--- config.mk ---
export PLATFORM = sky130hd
export DESIGN_NAME = stbs_ctrl
export DESIGN_NICKNAME = d
export VERILOG_FILES = /design/src/rtl/core/stbs_pkg.sv /design/src/rtl/core/stbs_ctrl.sv
export SDC_FILE = /design/constraint.sdc
export NUM_CORES = 1
export LEC_CHECK = 0
export BUFFER_PORTS_ARGS = -buffer_cell sky130_fd_sc_hd__buf_2
export CAP_MARGIN = 15
export CORE_AREA = 2 2 39 41
export CTS_CLUSTER_SIZE = 12
export DETAILED_ROUTE_END_ITERATION = 12
export DIE_AREA = 0 0 41 43
export PLACE_DENSITY = 0.5
export SLEW_MARGIN = 20
export SYNTH_ARGS = -nofsm -noshare
export SYNTH_HDL_FRONTEND = slang
export SYNTH_SLANG_ARGS = --single-unit
--- constraint.sdc ---
create_clock -name clk -period 1.65 [get_ports clk]
set_input_delay 0.0825 -clock clk [delete_from_list [all_inputs] [get_ports clk]]
set_output_delay 0.0825 -clock clk [all_outputs]
set_load 0.005 [all_outputs]
--- src/rtl/core/stbs_pkg.sv ---
// Package for the sorted table binary search block.
// Holds the operation codes, stream field widths, controller states and the
// command and status structs shared by the controller and the datapath.
`default_nettype none

package stbs_pkg;

    // Operation codes carried in s_tuser.
    localparam logic OP_WRITE  = 1'b0;
    localparam logic OP_SEARCH = 1'b1;

    // Field widths of the stream items and of the configuration register.
    localparam int IDX_W      = 10;
    localparam int VALUE_W    = 32;
    localparam int COUNT_W    = 11;
    localparam int CFG_W      = 11;
    localparam int S_TDATA_W  = 80;
    localparam int M_FIELDS_W = 1 + 3 * IDX_W + COUNT_W;
    localparam int M_TDATA_W  = 48;
    localparam int M_PAD_W    = M_TDATA_W - M_FIELDS_W;

    // Controller states.
    typedef enum logic [2:0] {
        ST_IDLE,
        ST_READ_FIRST,
        ST_EVAL_FIRST,
        ST_READ_LAST,
        ST_EVAL_LAST,
        ST_RESULT
    } state_t;

    // Commands from the controller to the datapath.
    typedef struct packed {
        logic write_entry;
        logic start_search;
        logic init_bounds;
        logic read_probe;
        logic eval_probe;
        logic mode_last;
        logic load_out;
    } cmd_t;

    // Status from the datapath to the controller.
    typedef struct packed {
        logic active;
        logic out_free;
    } status_t;

endpackage

`default_nettype wire

--- src/rtl/core/stbs_ctrl.sv ---
// Controller of the sorted table binary search block.
// Sequences the lowest-index search and the highest-index search and the
// result hand-off; depends on stbs_pkg for states, commands and status.
`default_nettype none

module stbs_ctrl (
    input  wire logic             clk,
    input  wire logic             rst_n,
    input  wire logic             s_tvalid,
    input  wire logic             s_tuser,
    output logic                  s_tready,
    input  wire stbs_pkg::status_t status,
    output stbs_pkg::cmd_t        cmd
);

    stbs_pkg::state_t state_reg;
    stbs_pkg::state_t state_next;

    // State register.
    always_ff @(posedge clk or negedge rst_n)
    begin
        if (!rst_n)
        begin
            state_reg <= stbs_pkg::ST_IDLE;
        end
        else
        begin
            state_reg <= state_next;
        end
    end

    // Next state and commands.
    always_comb
    begin
        state_next = state_reg;
        cmd        = '0;
        s_tready   = 1'b0;
        case (state_reg)
            stbs_pkg::ST_IDLE:
            begin
                s_tready = 1'b1;
                if (s_tvalid)
                begin
                    if (s_tuser == stbs_pkg::OP_SEARCH)
                    begin
                        cmd.start_search = 1'b1;
                        state_next       = stbs_pkg::ST_READ_FIRST;
                    end
                    else
                    begin
                        cmd.write_entry = 1'b1;
                    end
                end
            end
            stbs_pkg::ST_READ_FIRST:
            begin
                if (status.active)
                begin
                    cmd.read_probe = 1'b1;
                    state_next     = stbs_pkg::ST_EVAL_FIRST;
                end
                else
                begin
                    cmd.init_bounds = 1'b1;
                    state_next      = stbs_pkg::ST_READ_LAST;
                end
            end
            stbs_pkg::ST_EVAL_FIRST:
            begin
                cmd.eval_probe = 1'b1;
                state_next     = stbs_pkg::ST_READ_FIRST;
            end
            stbs_pkg::ST_READ_LAST:
            begin
                cmd.mode_last = 1'b1;
                if (status.active)
                begin
                    cmd.read_probe = 1'b1;
                    state_next     = stbs_pkg::ST_EVAL_LAST;
                end
                else
                begin
                    state_next = stbs_pkg::ST_RESULT;
                end
            end
            stbs_pkg::ST_EVAL_LAST:
            begin
                cmd.mode_last  = 1'b1;
                cmd.eval_probe = 1'b1;
                state_next     = stbs_pkg::ST_READ_LAST;
            end
            stbs_pkg::ST_RESULT:
            begin
                if (status.out_free)
                begin
                    cmd.load_out = 1'b1;
                    state_next   = stbs_pkg::ST_IDLE;
                end
            end
            default:
            begin
                state_next = stbs_pkg::ST_IDLE;
            end
        endcase
    end

    // A probe is evaluated only in the cycle after its read was issued.
    assert property (@(posedge clk) disable iff (!rst_n)
        cmd.eval_probe |-> $past(cmd.read_probe))
        else $error("probe evaluated without a preceding read");

    // A new item is never taken while a search is in flight.
    assert property (@(posedge clk) disable iff (!rst_n)
        (cmd.read_probe || cmd.eval_probe) |-> !s_tready)
        else $error("input ready during a search");

    // Each search result is loaded exactly once, right before going idle.
    assert property (@(posedge clk) disable iff (!rst_n)
        cmd.load_out |=> (state_reg == stbs_pkg::ST_IDLE))
        else $error("result loaded without returning to idle");

endmodule

`default_nettype wire

==> impl_metrics.xml, run 1 <==
<?xml version="1.0" encoding="UTF-8"?>
<metrics>
  <group name="synthesis">
    <metric name="synthesis.area" unit="um^2">245</metric>
    <metric name="synth_top_cells_by_count" unit="">3 x sky130_fd_sc_hd__dfrtp_1, 3 x sky130_fd_sc_hd__nor2_1, 2 x sky130_fd_sc_hd__a21oi_1, 2 x sky130_fd_sc_hd__nand2_1, 2 x sky130_fd_sc_hd__xnor2_1</metric>
    <metric name="syn_nets" unit="">33</metric>
    <metric name="synth-edff-count" unit="">0</metric>
    <metric name="synth.distinct_cells" unit="">20</metric>
    <metric name="post_synth.cell_area_avg" unit="um^2">9.08</metric>
    <metric name="post_synth_arst_share" unit="">1.00</metric>
    <metric name="yosysTopAreaCellShare" unit="">0.306</metric>
    <metric name="synth_area_leader_cell" unit="">sky130_fd_sc_hd__dfrtp_1</metric>
    <metric name="ys.flop_type" unit="">sky130_fd_sc_hd__dfrtp_1</metric>
    <metric name="seq_area_frac_synth" unit="">0.306</metric>
    <metric name="yosys-top-cells-area" unit="">sky130_fd_sc_hd__dfrtp_1 31%, sky130_fd_sc_hd__xnor2_1 7.1%, sky130_fd_sc_hd__buf_6 4.6%</metric>
    <metric name="number_of_synthesized_register_bits" unit="">3</metric>
    <metric name="synth_cells" unit="">27</metric>
    <metric name="synth.yosys.warnings" unit="">0</metric>
  </group>
  <group name="cts">
    <metric name="clkSlewWorstSetupHoldPaths" unit="ps">40</metric>
    <metric name="cts_root_buffer" unit="">sky130_fd_sc_hd__clkbuf_4</metric>
    <metric name="numClockSinks" unit="">3</metric>
    <metric name="cts-htree-levels" unit="">1</metric>
    <metric name="clock_path_buffers" unit="">2</metric>
    <metric name="count_of_instances_resized_after_the_clock_tree_is_built" unit="">0</metric>
    <metric name="tritoncts" unit="">yes</metric>
    <metric name="cts_buffers" unit="">3</metric>
    <metric name="clock_insertion_delay_worst_skew" unit="ps">230</metric>
  </group>
  <group name="place">
    <metric name="numPortBuffers" unit="">13</metric>
    <metric name="placed_area" unit="um^2">307</metric>
    <metric name="final_gp_congestion" unit="">0.636</metric>
    <metric name="place_hpwl" unit="um">392</metric>
    <metric name="pre_cts_ws" unit="ps">443</metric>
    <metric name="dp.cells" unit="">53</metric>
  </group>
  <group name="global_route">
    <metric name="gr-total-overflow" unit="">0</metric>
    <metric name="grt_use_met3" unit="">0.0785</metric>
    <metric name="grt_use_met2" unit="">0.109</metric>
    <metric name="grt_pass1_vias" unit="">221</metric>
    <metric name="grtUsageMet1" unit="">0.0677</metric>
    <metric name="grt_antenna_before_repair" unit="">0</metric>
    <metric name="pin_count_of_the_biggest_net_entering_global_routing" unit="">13</metric>
    <metric name="grt_most_used_layer" unit="">met2</metric>
    <metric name="grt_first_pass_wirelength" unit="um">855</metric>
    <metric name="grt_util_all_layers" unit="">0.0804</metric>
  </group>
  <group name="layout">
    <metric name="drive_gt1_frac" unit="">0.429</metric>
    <metric name="finalCoreUtilization" unit="">0.248</metric>
    <metric name="final_net_count" unit="">49</metric>
    <metric name="layout-area-overhead-vs-synth" unit="%">39.8</metric>
    <metric name="antenna-diode-count" unit="">0</metric>
    <metric name="finish.cell_count_without_fillers" unit="">58</metric>
    <metric name="largest_reg_flops" unit="">3</metric>
    <metric name="final_cell_area" unit="um^2">343</metric>
  </group>
  <group name="setup_path">
    <metric name="worst-endpoint-arrival" unit="ps">1360</metric>
    <metric name="cp_cell_sequence" unit="">or3b_1 &gt; o21ai_2 &gt; buf_2</metric>
    <metric name="timing.setup.critical_path_class" unit="">reg -&gt; out</metric>
    <metric name="critical_path.n_buffers_inverters" unit="">1</metric>
    <metric name="maximum_single_stage_delay_on_the_critical_path" unit="ps">560</metric>
    <metric name="cpLargestDelayFamily" unit="">flip-flops</metric>
    <metric name="critical_path_peak_fanout" unit="">12</metric>
    <metric name="worst-endpoint-required" unit="ps">1570</metric>
    <metric name="startpoint_type" unit="">flip-flop</metric>
    <metric name="timing.critical_path.slowest_stage_cell" unit="">sky130_fd_sc_hd__dfrtp_1</metric>
    <metric name="crit_path_end_kind" unit="">output port</metric>
  </group>
  <group name="run_status">
    <metric name="outcome" unit="">finished clean</metric>
  </group>
  <group name="sta">
    <metric name="timing_hold_violations_final" unit="">0</metric>
    <metric name="tightest_slew" unit="ps">377</metric>
    <metric name="clock-skew-final" unit="ps">7.15</metric>
    <metric name="timing.final.ws_setup" unit="ps">206</metric>
    <metric name="finalCritPeriodShare" unit="">0.875</metric>
    <metric name="slew-limit-headroom" unit="">0.748</metric>
    <metric name="grt_setup_unrepaired" unit="">no</metric>
    <metric name="fmax" unit="MHz">692</metric>
    <metric name="setup_viol" unit="">0</metric>
    <metric name="tns" unit="ps">0</metric>
    <metric name="final_period_minus_worst_setup_slack" unit="ps">1440</metric>
    <metric name="holdWs" unit="ps">174</metric>
    <metric name="maxSlewViolCount" unit="">0</metric>
  </group>
  <group name="detailed_routing">
    <metric name="drt-vias-per-instance" unit="">4.16</metric>
    <metric name="postRouteWirelength" unit="um">491</metric>
    <metric name="vias" unit="">241</metric>
    <metric name="route.detailed.wl_per_inst" unit="um">8.47</metric>
    <metric name="first_iter_violations" unit="">3</metric>
    <metric name="drt_pre_antenna_iters" unit="">2</metric>
    <metric name="number_of_drc_violations_after_detailed_routing" unit="">0</metric>
    <metric name="detail-route-antenna-nets" unit="">0</metric>
  </group>
  <group name="pwr">
    <metric name="leakage" unit="nW">0.176</metric>
    <metric name="power_density" unit="mW/mm^2">1880</metric>
    <metric name="ir_drop" unit="mV">0.544</metric>
    <metric name="total_power" unit="mW">0.644</metric>
  </group>
  <group name="die">
    <metric name="rows" unit="">14</metric>
    <metric name="initial_utilization" unit="">0.177</metric>
    <metric name="dieHeight" unit="um">43</metric>
    <metric name="placeableCoreArea" unit="mm^2">0.00138</metric>
    <metric name="fp.dieW" unit="um">41</metric>
    <metric name="design.portCount" unit="">14</metric>
    <metric name="die_area" unit="mm^2">0.00176</metric>
  </group>
  <group name="min_path">
    <metric name="min_delay_worst_type" unit="">in -&gt; async</metric>
  </group>
  <group name="run">
    <metric name="cap_violations" unit="">0</metric>
  </group>
</metrics>
## final timing paths
path                                       endpoint  slack [ps]                startpoint  cells after the start
min                        state_reg[1]$_DFFE_PN0P_         170                     rst_n                      2
min reg2reg                state_reg[1]$_DFFE_PN0P_         670  state_reg[1]$_DFFE_PN0P_                      1
max in group asynchronous  state_reg[2]$_DFFE_PN0P_        1360                     rst_n                      2
min in group clk           state_reg[2]$_DFFE_PN0P_         200                 status[0]                      3
max                                          cmd[1]         210  state_reg[2]$_DFFE_PN0P_                      3
max reg2reg                state_reg[0]$_DFFE_PN0P_         530  state_reg[1]$_DFFE_PN0P_                      2
## report_power, final
group          internal [mW]  total (mW)  switching, mW  leakage (nW)
Combinational          0.181       0.288          0.107         0.124
Clock                 0.0907       0.130         0.0388        0.0150
Sequential             0.111       0.227          0.116        0.0373
## area by class of cell
type | count | area (um^2)
Clock buffer | 4 | 26.3
Fill cell | 165 | 1040
Sequential cell | 3 | 75.1
Tap cell | 16 | 20.0
Timing Repair Buffer | 14 | 75.1
Multi-Input combinational cell | 21 | 146
## kinds of logic (layout without fill, tap and decap cells)
family | Yosys count | after routing | share of synthesized area
AOI/OAI and AO/OA | 6 | 6 | 0.179
xor gates and xnor gates | 2 | 2 | 0.0714
buffers and inverters | 3 | 18 | 0.0969
DFF | 3 | 3 | 0.306
and+or+nand+nor | 13 | 13 | 0.347
## cell usage in the layout (no fill, tap or decap), drive strengths merged, types with 2 or more instances in the layout
| cell type | instances |
|---|---|
| xnor2 | 2 |
| buf | 13 |
| clkbuf | 4 |
| nand2 | 2 |
| a21oi | 2 |
| dfrtp | 3 |
| nor2 | 3 |
## repair_timing
| item | in CTS | in global routing |
|---|---|---|
| setup buffers | 0 | 0 |
| hold buffers | 1 | 0 |
| hold endpoints to repair | 3 | 0 |
## routing by layer
metal | vias up | wire length, um | part of all wire
met2 | 2 | 290 | 0.59
met5 | - | 0 | 0
met1 | 113 | 181 | 0.37
li1 | 126 | - | -
met3 | 0 | 19 | 0.039
met4 | 0 | 0 | 0
Note: power is estimated with default switching activity, not from simulation.
==> run 2, diff against run 1 <==
PLACE_DENSITY = not set   (was 0.5)
PLACE_DENSITY_LB_ADDON = 0.25   (was not set)
SETUP_SLACK_MARGIN = 0.3   (was not set)
==> run 2 against run 1 <==
  * Worst setup slack better by 150 ps
  * Critical path depth stayed put
  * Wire length is 15% higher
  * Sequential share of layout area is 2.7 points lower
  * Non-clock buffer count is 6 higher
  * Design area is 20% higher
  * Register-to-register slack better by 90 ps
  * Critical endpoint unchanged
  * Largest cell class unchanged
  * Highest routed layer unchanged
==> impl_metrics.xml, run 2 (synthesized netlist as in run 1, its figures left out) <==
<?xml version="1.0" encoding="UTF-8"?>
<metrics>
  <group name="cts">
    <metric name="numClockSinks" unit="">3</metric>
    <metric name="clock_path_buffers" unit="">2</metric>
    <metric name="cts_root_buffer" unit="">sky130_fd_sc_hd__clkbuf_4</metric>
    <metric name="cts_buffers" unit="">3</metric>
    <metric name="clock_insertion_delay_worst_skew" unit="ps">230</metric>
    <metric name="tritoncts" unit="">yes</metric>
    <metric name="clkSlewWorstSetupHoldPaths" unit="ps">40</metric>
    <metric name="cts-htree-levels" unit="">1</metric>
  </group>
  <group name="global_route">
    <metric name="pin_count_of_the_biggest_net_entering_global_routing" unit="">8</metric>
    <metric name="grt_util_all_layers" unit="">0.0843</metric>
    <metric name="grt_first_pass_wirelength" unit="um">945</metric>
    <metric name="grt_pass1_vias" unit="">252</metric>
    <metric name="grt_antenna_before_repair" unit="">0</metric>
    <metric name="gr-total-overflow" unit="">0</metric>
  </group>
  <group name="layout">
    <metric name="finalCoreUtilization" unit="">0.297</metric>
    <metric name="largest_reg_flops" unit="">3</metric>
    <metric name="antenna-diode-count" unit="">0</metric>
    <metric name="finish.cell_count_without_fillers" unit="">64</metric>
    <metric name="layout-area-overhead-vs-synth" unit="%">67.3</metric>
    <metric name="layout_commonest_cell" unit="">sky130_fd_sc_hd__buf_2</metric>
    <metric name="top_library_cells_by_usage_in_the_layout_fill_and_taps_aside" unit="">13 x sky130_fd_sc_hd__buf_2, 5 x sky130_fd_sc_hd__buf_4, 3 x sky130_fd_sc_hd__nor2_1, 3 x sky130_fd_sc_hd__clkbuf_4, 3 x sky130_fd_sc_hd__dfrtp_2</metric>
    <metric name="final_cell_area" unit="um^2">410</metric>
    <metric name="final_net_count" unit="">55</metric>
    <metric name="drive_gt1_frac" unit="">0.583</metric>
  </group>
  <group name="detailed_routing">
    <metric name="metal_1_wl" unit="um">238</metric>
    <metric name="drt_pre_antenna_iters" unit="">2</metric>
    <metric name="number_of_drc_violations_after_detailed_routing" unit="">0</metric>
    <metric name="vias" unit="">268</metric>
    <metric name="wl_met3" unit="um">28</metric>
    <metric name="drt-vias-per-instance" unit="">4.19</metric>
    <metric name="route.detailed.wl_per_inst" unit="um">8.80</metric>
    <metric name="wl_met2" unit="um">295</metric>
    <metric name="detail-route-antenna-nets" unit="">0</metric>
    <metric name="postRouteWirelength" unit="um">563</metric>
    <metric name="dr.max_layer_used" unit="">met3</metric>
    <metric name="first_iter_violations" unit="">3</metric>
  </group>
  <group name="setup_path">
    <metric name="startpoint_type" unit="">flip-flop</metric>
    <metric name="timing.setup.critical_path_class" unit="">reg -&gt; out</metric>
    <metric name="worst-endpoint-required" unit="ps">1570</metric>
    <metric name="maximum_single_stage_delay_on_the_critical_path" unit="ps">420</metric>
    <metric name="cp_cell_sequence" unit="">or3b_1 &gt; o21ai_2 &gt; buf_2</metric>
    <metric name="crit_path_end_kind" unit="">output port</metric>
    <metric name="worst-endpoint-arrival" unit="ps">1210</metric>
    <metric name="timing.critical_path.slowest_stage_cell" unit="">sky130_fd_sc_hd__dfrtp_2</metric>
    <metric name="critical_path_peak_fanout" unit="">5</metric>
  </group>
  <group name="sta">
    <metric name="fmax" unit="MHz">771</metric>
    <metric name="finalCritPeriodShare" unit="">0.786</metric>
    <metric name="tightest_slew" unit="ps">187</metric>
    <metric name="grt_setup_unrepaired" unit="">yes</metric>
    <metric name="slew-limit-headroom" unit="">0.875</metric>
    <metric name="maxSlewViolCount" unit="">0</metric>
    <metric name="holdWs" unit="ps">175</metric>
    <metric name="timing.final.ws_setup" unit="ps">353</metric>
    <metric name="setup_viol" unit="">0</metric>
    <metric name="final_period_minus_worst_setup_slack" unit="ps">1300</metric>
    <metric name="tns" unit="ps">0</metric>
    <metric name="clock-skew-final" unit="ps">2.08</metric>
    <metric name="timing_hold_violations_final" unit="">0</metric>
  </group>
  <group name="die">
    <metric name="design.portCount" unit="">14</metric>
    <metric name="placeableCoreArea" unit="mm^2">0.00138</metric>
    <metric name="die_area" unit="mm^2">0.00176</metric>
    <metric name="fp.dieW" unit="um">41</metric>
    <metric name="dieHeight" unit="um">43</metric>
    <metric name="initial_utilization" unit="">0.177</metric>
    <metric name="rows" unit="">14</metric>
  </group>
  <group name="place">
    <metric name="final_gp_congestion" unit="">0.660</metric>
    <metric name="numPortBuffers" unit="">13</metric>
    <metric name="dp.cells" unit="">53</metric>
    <metric name="placed_area" unit="um^2">307</metric>
    <metric name="pre_cts_ws" unit="ps">416</metric>
  </group>
  <group name="pwr">
    <metric name="ir_drop" unit="mV">0.414</metric>
    <metric name="power_density" unit="mW/mm^2">1960</metric>
    <metric name="leakage" unit="nW">0.209</metric>
    <metric name="total_power" unit="mW">0.806</metric>
  </group>
  <group name="run">
    <metric name="cap_violations" unit="">0</metric>
  </group>
  <group name="min_path">
    <metric name="min_delay_worst_type" unit="">in -&gt; async</metric>
  </group>
  <group name="run_status">
    <metric name="outcome" unit="">finished clean</metric>
  </group>
</metrics>
## run 2: final timing paths
| check | start | to | slack, ps | depth (start not counted) |
|---|---|---|---|---|
| worst max-delay path | state_reg[0]$_DFFE_PN0P_ | cmd[1] | 350 | 3 |
| worst min-delay path | rst_n | state_reg[1]$_DFFE_PN0P_ | 170 | 2 |
| worst max register to register | state_reg[1]$_DFFE_PN0P_ | state_reg[0]$_DFFE_PN0P_ | 620 | 2 |
| worst min register to register | state_reg[1]$_DFFE_PN0P_ | state_reg[1]$_DFFE_PN0P_ | 620 | 2 |
| max in group asynchronous | rst_n | state_reg[2]$_DFFE_PN0P_ | 1360 | 2 |
| min in group clk | status[0] | state_reg[2]$_DFFE_PN0P_ | 190 | 3 |
## run 2: power by group
group          switching, mW  total [mW]  leakage (nW)  internal (mW)
combinational          0.194       0.497         0.160          0.303
sequential            0.0635       0.184        0.0337          0.120
clock                 0.0356       0.126        0.0150         0.0905
## run 2: routing by layer
metal / track usage / vias up
met4: 0.0600 / 0
li1: - / 138
met5: 0 / -
met2: 0.122 / 8
met3: 0.0471 / 0
met1: 0.0868 / 122
## run 2: timing repair
item	CTS	global route
pin swaps	0	1
hold buffers	1	0
gates resized for setup	3	1
endpoints found under the setup margin	3	2
endpoints found under the hold margin	3	0
setup buffers	6	0
## run 2: final cells by class
type                    instances  area, um^2
multi-input cells              21         153
well taps                      16        20.0
clock buffers                   4        26.3
fillers                       163         973
repair buffers                 20         133
flip-flops and latches          3        78.8
## run 2: worst max-delay path, delay by kind of cell (launching register included)
family          cells  cell delay [ps]
flops               1              420
compound gates      1               60
buf+inv             1              110
simple gates        1              390
==> run 3, diff against run 2 <==
ABC_AREA = 1   (was not set)
clock period = 1.3 ns   (was 1.65 ns; I/O delays follow)
==> run 3 against run 2 <==
  * First-iteration DRC count down 67%
  * Largest power group unchanged
  * Register-to-register slack worse by 330 ps
  * Design area down 7.6%
  * Via count is 2.6% higher
==> impl_metrics.xml, run 3 <==
<?xml version="1.0" encoding="UTF-8"?>
<metrics>
  <group name="layout">
    <metric name="n_fill_cell" unit="">153</metric>
    <metric name="finalCoreUtilization" unit="">0.274</metric>
    <metric name="largest_reg_flops" unit="">3</metric>
    <metric name="finish.cell_count_without_fillers" unit="">69</metric>
    <metric name="drive_gt1_frac" unit="">0.585</metric>
    <metric name="final_net_count" unit="">60</metric>
    <metric name="antenna-diode-count" unit="">0</metric>
    <metric name="layout-area-overhead-vs-synth" unit="%">79.3</metric>
    <metric name="final-seq-area" unit="um^2">77.6</metric>
    <metric name="layout_commonest_cell" unit="">sky130_fd_sc_hd__buf_2</metric>
    <metric name="final_cell_area" unit="um^2">379</metric>
    <metric name="top_library_cells_by_usage_in_the_layout_fill_and_taps_aside" unit="">13 x sky130_fd_sc_hd__buf_2, 8 x sky130_fd_sc_hd__nand2_1, 4 x sky130_fd_sc_hd__inv_1</metric>
    <metric name="multi_input_area" unit="um^2">135</metric>
  </group>
  <group name="detailed_routing">
    <metric name="detail-route-antenna-nets" unit="">0</metric>
    <metric name="first_iter_violations" unit="">1</metric>
    <metric name="vias" unit="">275</metric>
    <metric name="number_of_drc_violations_after_detailed_routing" unit="">0</metric>
    <metric name="route.detailed.wl_per_inst" unit="um">8.35</metric>
    <metric name="drt-vias-per-instance" unit="">3.99</metric>
    <metric name="postRouteWirelength" unit="um">576</metric>
    <metric name="drt_pre_antenna_iters" unit="">4</metric>
  </group>
  <group name="setup_path">
    <metric name="timing.setup.critical_path_class" unit="">reg -&gt; out</metric>
    <metric name="startpoint_of_the_lowest_slack_register_to_register_path" unit="">state_reg[1]$_DFFE_PN0P_</metric>
    <metric name="critical_path.n_buffers_inverters" unit="">2</metric>
    <metric name="r2r_setup_slack" unit="ps">290</metric>
    <metric name="startpoint_type" unit="">flip-flop</metric>
    <metric name="worst-endpoint-required" unit="ps">1240</metric>
    <metric name="r2r-end" unit="">state_reg[0]$_DFFE_PN0P_</metric>
    <metric name="crit_path_frequent_cell" unit="">sky130_fd_sc_hd__nand2_2</metric>
    <metric name="cp.depth" unit="">6</metric>
    <metric name="critical_path_peak_fanout" unit="">6</metric>
    <metric name="worstSetupEndpoint" unit="">cmd[6]</metric>
    <metric name="maximum_single_stage_delay_on_the_critical_path" unit="ps">450</metric>
    <metric name="cpLargestDelayFamily" unit="">flip-flops</metric>
    <metric name="timing.critical_path.slowest_stage_cell" unit="">sky130_fd_sc_hd__dfrtp_2</metric>
    <metric name="cp_cell_sequence" unit="">nor2_4 &gt; nand2_2 &gt; inv_2 &gt; nand2_2 &gt; nor2_2 &gt; buf_2</metric>
    <metric name="number_of_cells_on_the_worst_reg_to_reg_path" unit="">5</metric>
    <metric name="worst-endpoint-arrival" unit="ps">1120</metric>
    <metric name="crit_start" unit="">state_reg[1]$_DFFE_PN0P_</metric>
    <metric name="crit_path_end_kind" unit="">output port</metric>
  </group>
  <group name="synthesis">
    <metric name="yosysTopAreaCellShare" unit="">0.355</metric>
    <metric name="synthesis.area" unit="um^2">211</metric>
    <metric name="number_of_synthesized_register_bits" unit="">3</metric>
    <metric name="post_synth_xor_area_fraction" unit="">0</metric>
    <metric name="synth_cells" unit="">32</metric>
    <metric name="dominant_combinational_cell_family_by_area_after_synthesis" unit="">simple AND/OR/NAND/NOR gates</metric>
    <metric name="synth-simple-area-share" unit="">0.491</metric>
    <metric name="syn_nets" unit="">38</metric>
    <metric name="synth_top_cells_by_count" unit="">8 x sky130_fd_sc_hd__nand2_1, 4 x sky130_fd_sc_hd__inv_1, 4 x sky130_fd_sc_hd__nor2_1</metric>
    <metric name="synth.distinct_cells" unit="">12</metric>
    <metric name="seq_area_frac_synth" unit="">0.355</metric>
    <metric name="yosys-top-cells-area" unit="">sky130_fd_sc_hd__dfrtp_1 36%, sky130_fd_sc_hd__nand2_1 14%, sky130_fd_sc_hd__nand3_1 7.1%</metric>
    <metric name="synth.yosys.warnings" unit="">0</metric>
    <metric name="post_synth_arst_share" unit="">1.00</metric>
    <metric name="synth_compound_gate_area_share" unit="">0.0473</metric>
    <metric name="synth-edff-count" unit="">0</metric>
    <metric name="most_frequent_cell_after_synthesis" unit="">sky130_fd_sc_hd__nand2_1</metric>
    <metric name="yosys.area_share.adder" unit="">0</metric>
    <metric name="ys.flop_type" unit="">sky130_fd_sc_hd__dfrtp_1</metric>
    <metric name="synth_area_leader_cell" unit="">sky130_fd_sc_hd__dfrtp_1</metric>
    <metric name="post_synth.cell_area_avg" unit="um^2">6.61</metric>
    <metric name="share_of_synthesized_area_spent_on_multiplexers" unit="">0</metric>
  </group>
  <group name="die">
    <metric name="placeableCoreArea" unit="mm^2">0.00138</metric>
    <metric name="rows" unit="">14</metric>
    <metric name="fp.dieW" unit="um">41</metric>
    <metric name="design.portCount" unit="">14</metric>
    <metric name="initial_utilization" unit="">0.153</metric>
    <metric name="dieHeight" unit="um">43</metric>
    <metric name="die_area" unit="mm^2">0.00176</metric>
  </group>
  <group name="cts">
    <metric name="cts_root_buffer" unit="">sky130_fd_sc_hd__clkbuf_4</metric>
    <metric name="cts_buffers" unit="">3</metric>
    <metric name="tritoncts" unit="">yes</metric>
    <metric name="cts-htree-levels" unit="">1</metric>
    <metric name="clock_path_buffers" unit="">2</metric>
    <metric name="numClockSinks" unit="">3</metric>
    <metric name="clkSlewWorstSetupHoldPaths" unit="ps">40</metric>
    <metric name="clock_insertion_delay_worst_skew" unit="ps">230</metric>
  </group>
  <group name="sta">
    <metric name="fmax" unit="MHz">845</metric>
    <metric name="maxSlewViolCount" unit="">0</metric>
    <metric name="timing_hold_violations_final" unit="">0</metric>
    <metric name="grt_setup_unrepaired" unit="">yes</metric>
    <metric name="finalCritPeriodShare" unit="">0.910</metric>
    <metric name="clock-skew-final" unit="ps">1.19</metric>
    <metric name="tns" unit="ps">0</metric>
    <metric name="final_period_minus_worst_setup_slack" unit="ps">1180</metric>
    <metric name="tightest_slew" unit="ps">181</metric>
    <metric name="slew-limit-headroom" unit="">0.878</metric>
    <metric name="timing.final.ws_setup" unit="ps">117</metric>
    <metric name="holdWs" unit="ps">142</metric>
    <metric name="setup_viol" unit="">0</metric>
  </group>
  <group name="place">
    <metric name="final_gp_congestion" unit="">0.691</metric>
    <metric name="placed_area" unit="um^2">297</metric>
    <metric name="place_hpwl" unit="um">410</metric>
    <metric name="numPortBuffers" unit="">13</metric>
    <metric name="dp.cells" unit="">61</metric>
    <metric name="pre_cts_ws" unit="ps">300</metric>
  </group>
  <group name="pwr">
    <metric name="leakage" unit="nW">0.225</metric>
    <metric name="ir_drop" unit="mV">0.843</metric>
    <metric name="total_power" unit="mW">0.888</metric>
    <metric name="power_density" unit="mW/mm^2">2340</metric>
  </group>
  <group name="run_status">
    <metric name="outcome" unit="">finished clean</metric>
  </group>
  <group name="global_route">
    <metric name="grt_util_all_layers" unit="">0.0775</metric>
    <metric name="grt_first_pass_wirelength" unit="um">883</metric>
    <metric name="gr-total-overflow" unit="">0</metric>
    <metric name="pin_count_of_the_biggest_net_entering_global_routing" unit="">7</metric>
    <metric name="grt_pass1_vias" unit="">229</metric>
    <metric name="grt_antenna_before_repair" unit="">0</metric>
  </group>
  <group name="run">
    <metric name="cap_violations" unit="">0</metric>
  </group>
  <group name="min_path">
    <metric name="min_delay_worst_type" unit="">in -&gt; reg</metric>
  </group>
</metrics>
[run 3: changes by cell type after synthesis, sizes merged, moves of 2 or more]
cell	previous run	this run
nor2	3	6
inv	0	6
buf	3	0
nand2	2	10
nand3	0	3
a21oi	2	0
xnor2	2	0
[run 3: worst register-to-register path, stage by stage (launching register included)]
cell and delay [ps]:
sky130_fd_sc_hd__dfrtp_2 450, sky130_fd_sc_hd__nor2_4 110, sky130_fd_sc_hd__nand2_2 70, sky130_fd_sc_hd__buf_4 140, sky130_fd_sc_hd__nor2_4 70, sky130_fd_sc_hd__o21ai_2 60
[run 3: layout make-up]
| cell class | instances | area share |
|---|---|---|
| clock buffer | 4 | 0.0693 |
| tap | 16 | 0.0528 |
| inverter | 6 | 0.0594 |
| timing repair buffer | 17 | 0.257 |
| sequential | 3 | 0.205 |
| multi-input combinational | 23 | 0.356 |
[run 3: how the worst min path moves through the flow]
stage / start / end / cells after the start
CTS: status[1] / state_reg[0]$_DFFE_PN0P_ / 4
detailed placement: rst_n / state_reg[2]$_DFFE_PN0P_ / 1
finish: status[1] / state_reg[0]$_DFFE_PN0P_ / 4
global route: rst_n / state_reg[0]$_DFFE_PN0P_ / 2
global placement: rst_n / state_reg[0]$_DFFE_PN0P_ / 1
floorplan: rst_n / state_reg[0]$_DFFE_PN0P_ / 0
[run 3: what timing repair did]
action / in CTS / in global routing
hold buffers: 1 / 0
setup endpoints to repair: 8 / 9
buffers inserted: 3 / 0
pin swaps: 2 / 2
gates resized for setup: 4 / 3
endpoints found under the hold margin: 3 / 0
[run 3: cell families (layout without fill, tap and decap cells)]
family | Yosys count | after routing
AOI/OAI and AO/OA | 2 | 2
buffers and inverters | 6 | 27
DFF | 3 | 3
and+or+nand+nor | 21 | 21
[run 3: power breakdown]
part           internal, mW  leakage (nW)  switching (mW)  total (mW)
logic                 0.239         0.175           0.271       0.510
registers             0.147        0.0350          0.0700       0.217
clock network         0.115        0.0150          0.0461       0.161
total                 0.502         0.225           0.387       0.888
[run 3: metal layers]
layer,vias to the layer above,part of all wire,global-route usage
li1,143,-,-
met4,0,0,0.0800
met5,-,0,0
met2,10,0.49,0.0969
met1,122,0.44,0.100
met3,0,0.068,0.0157
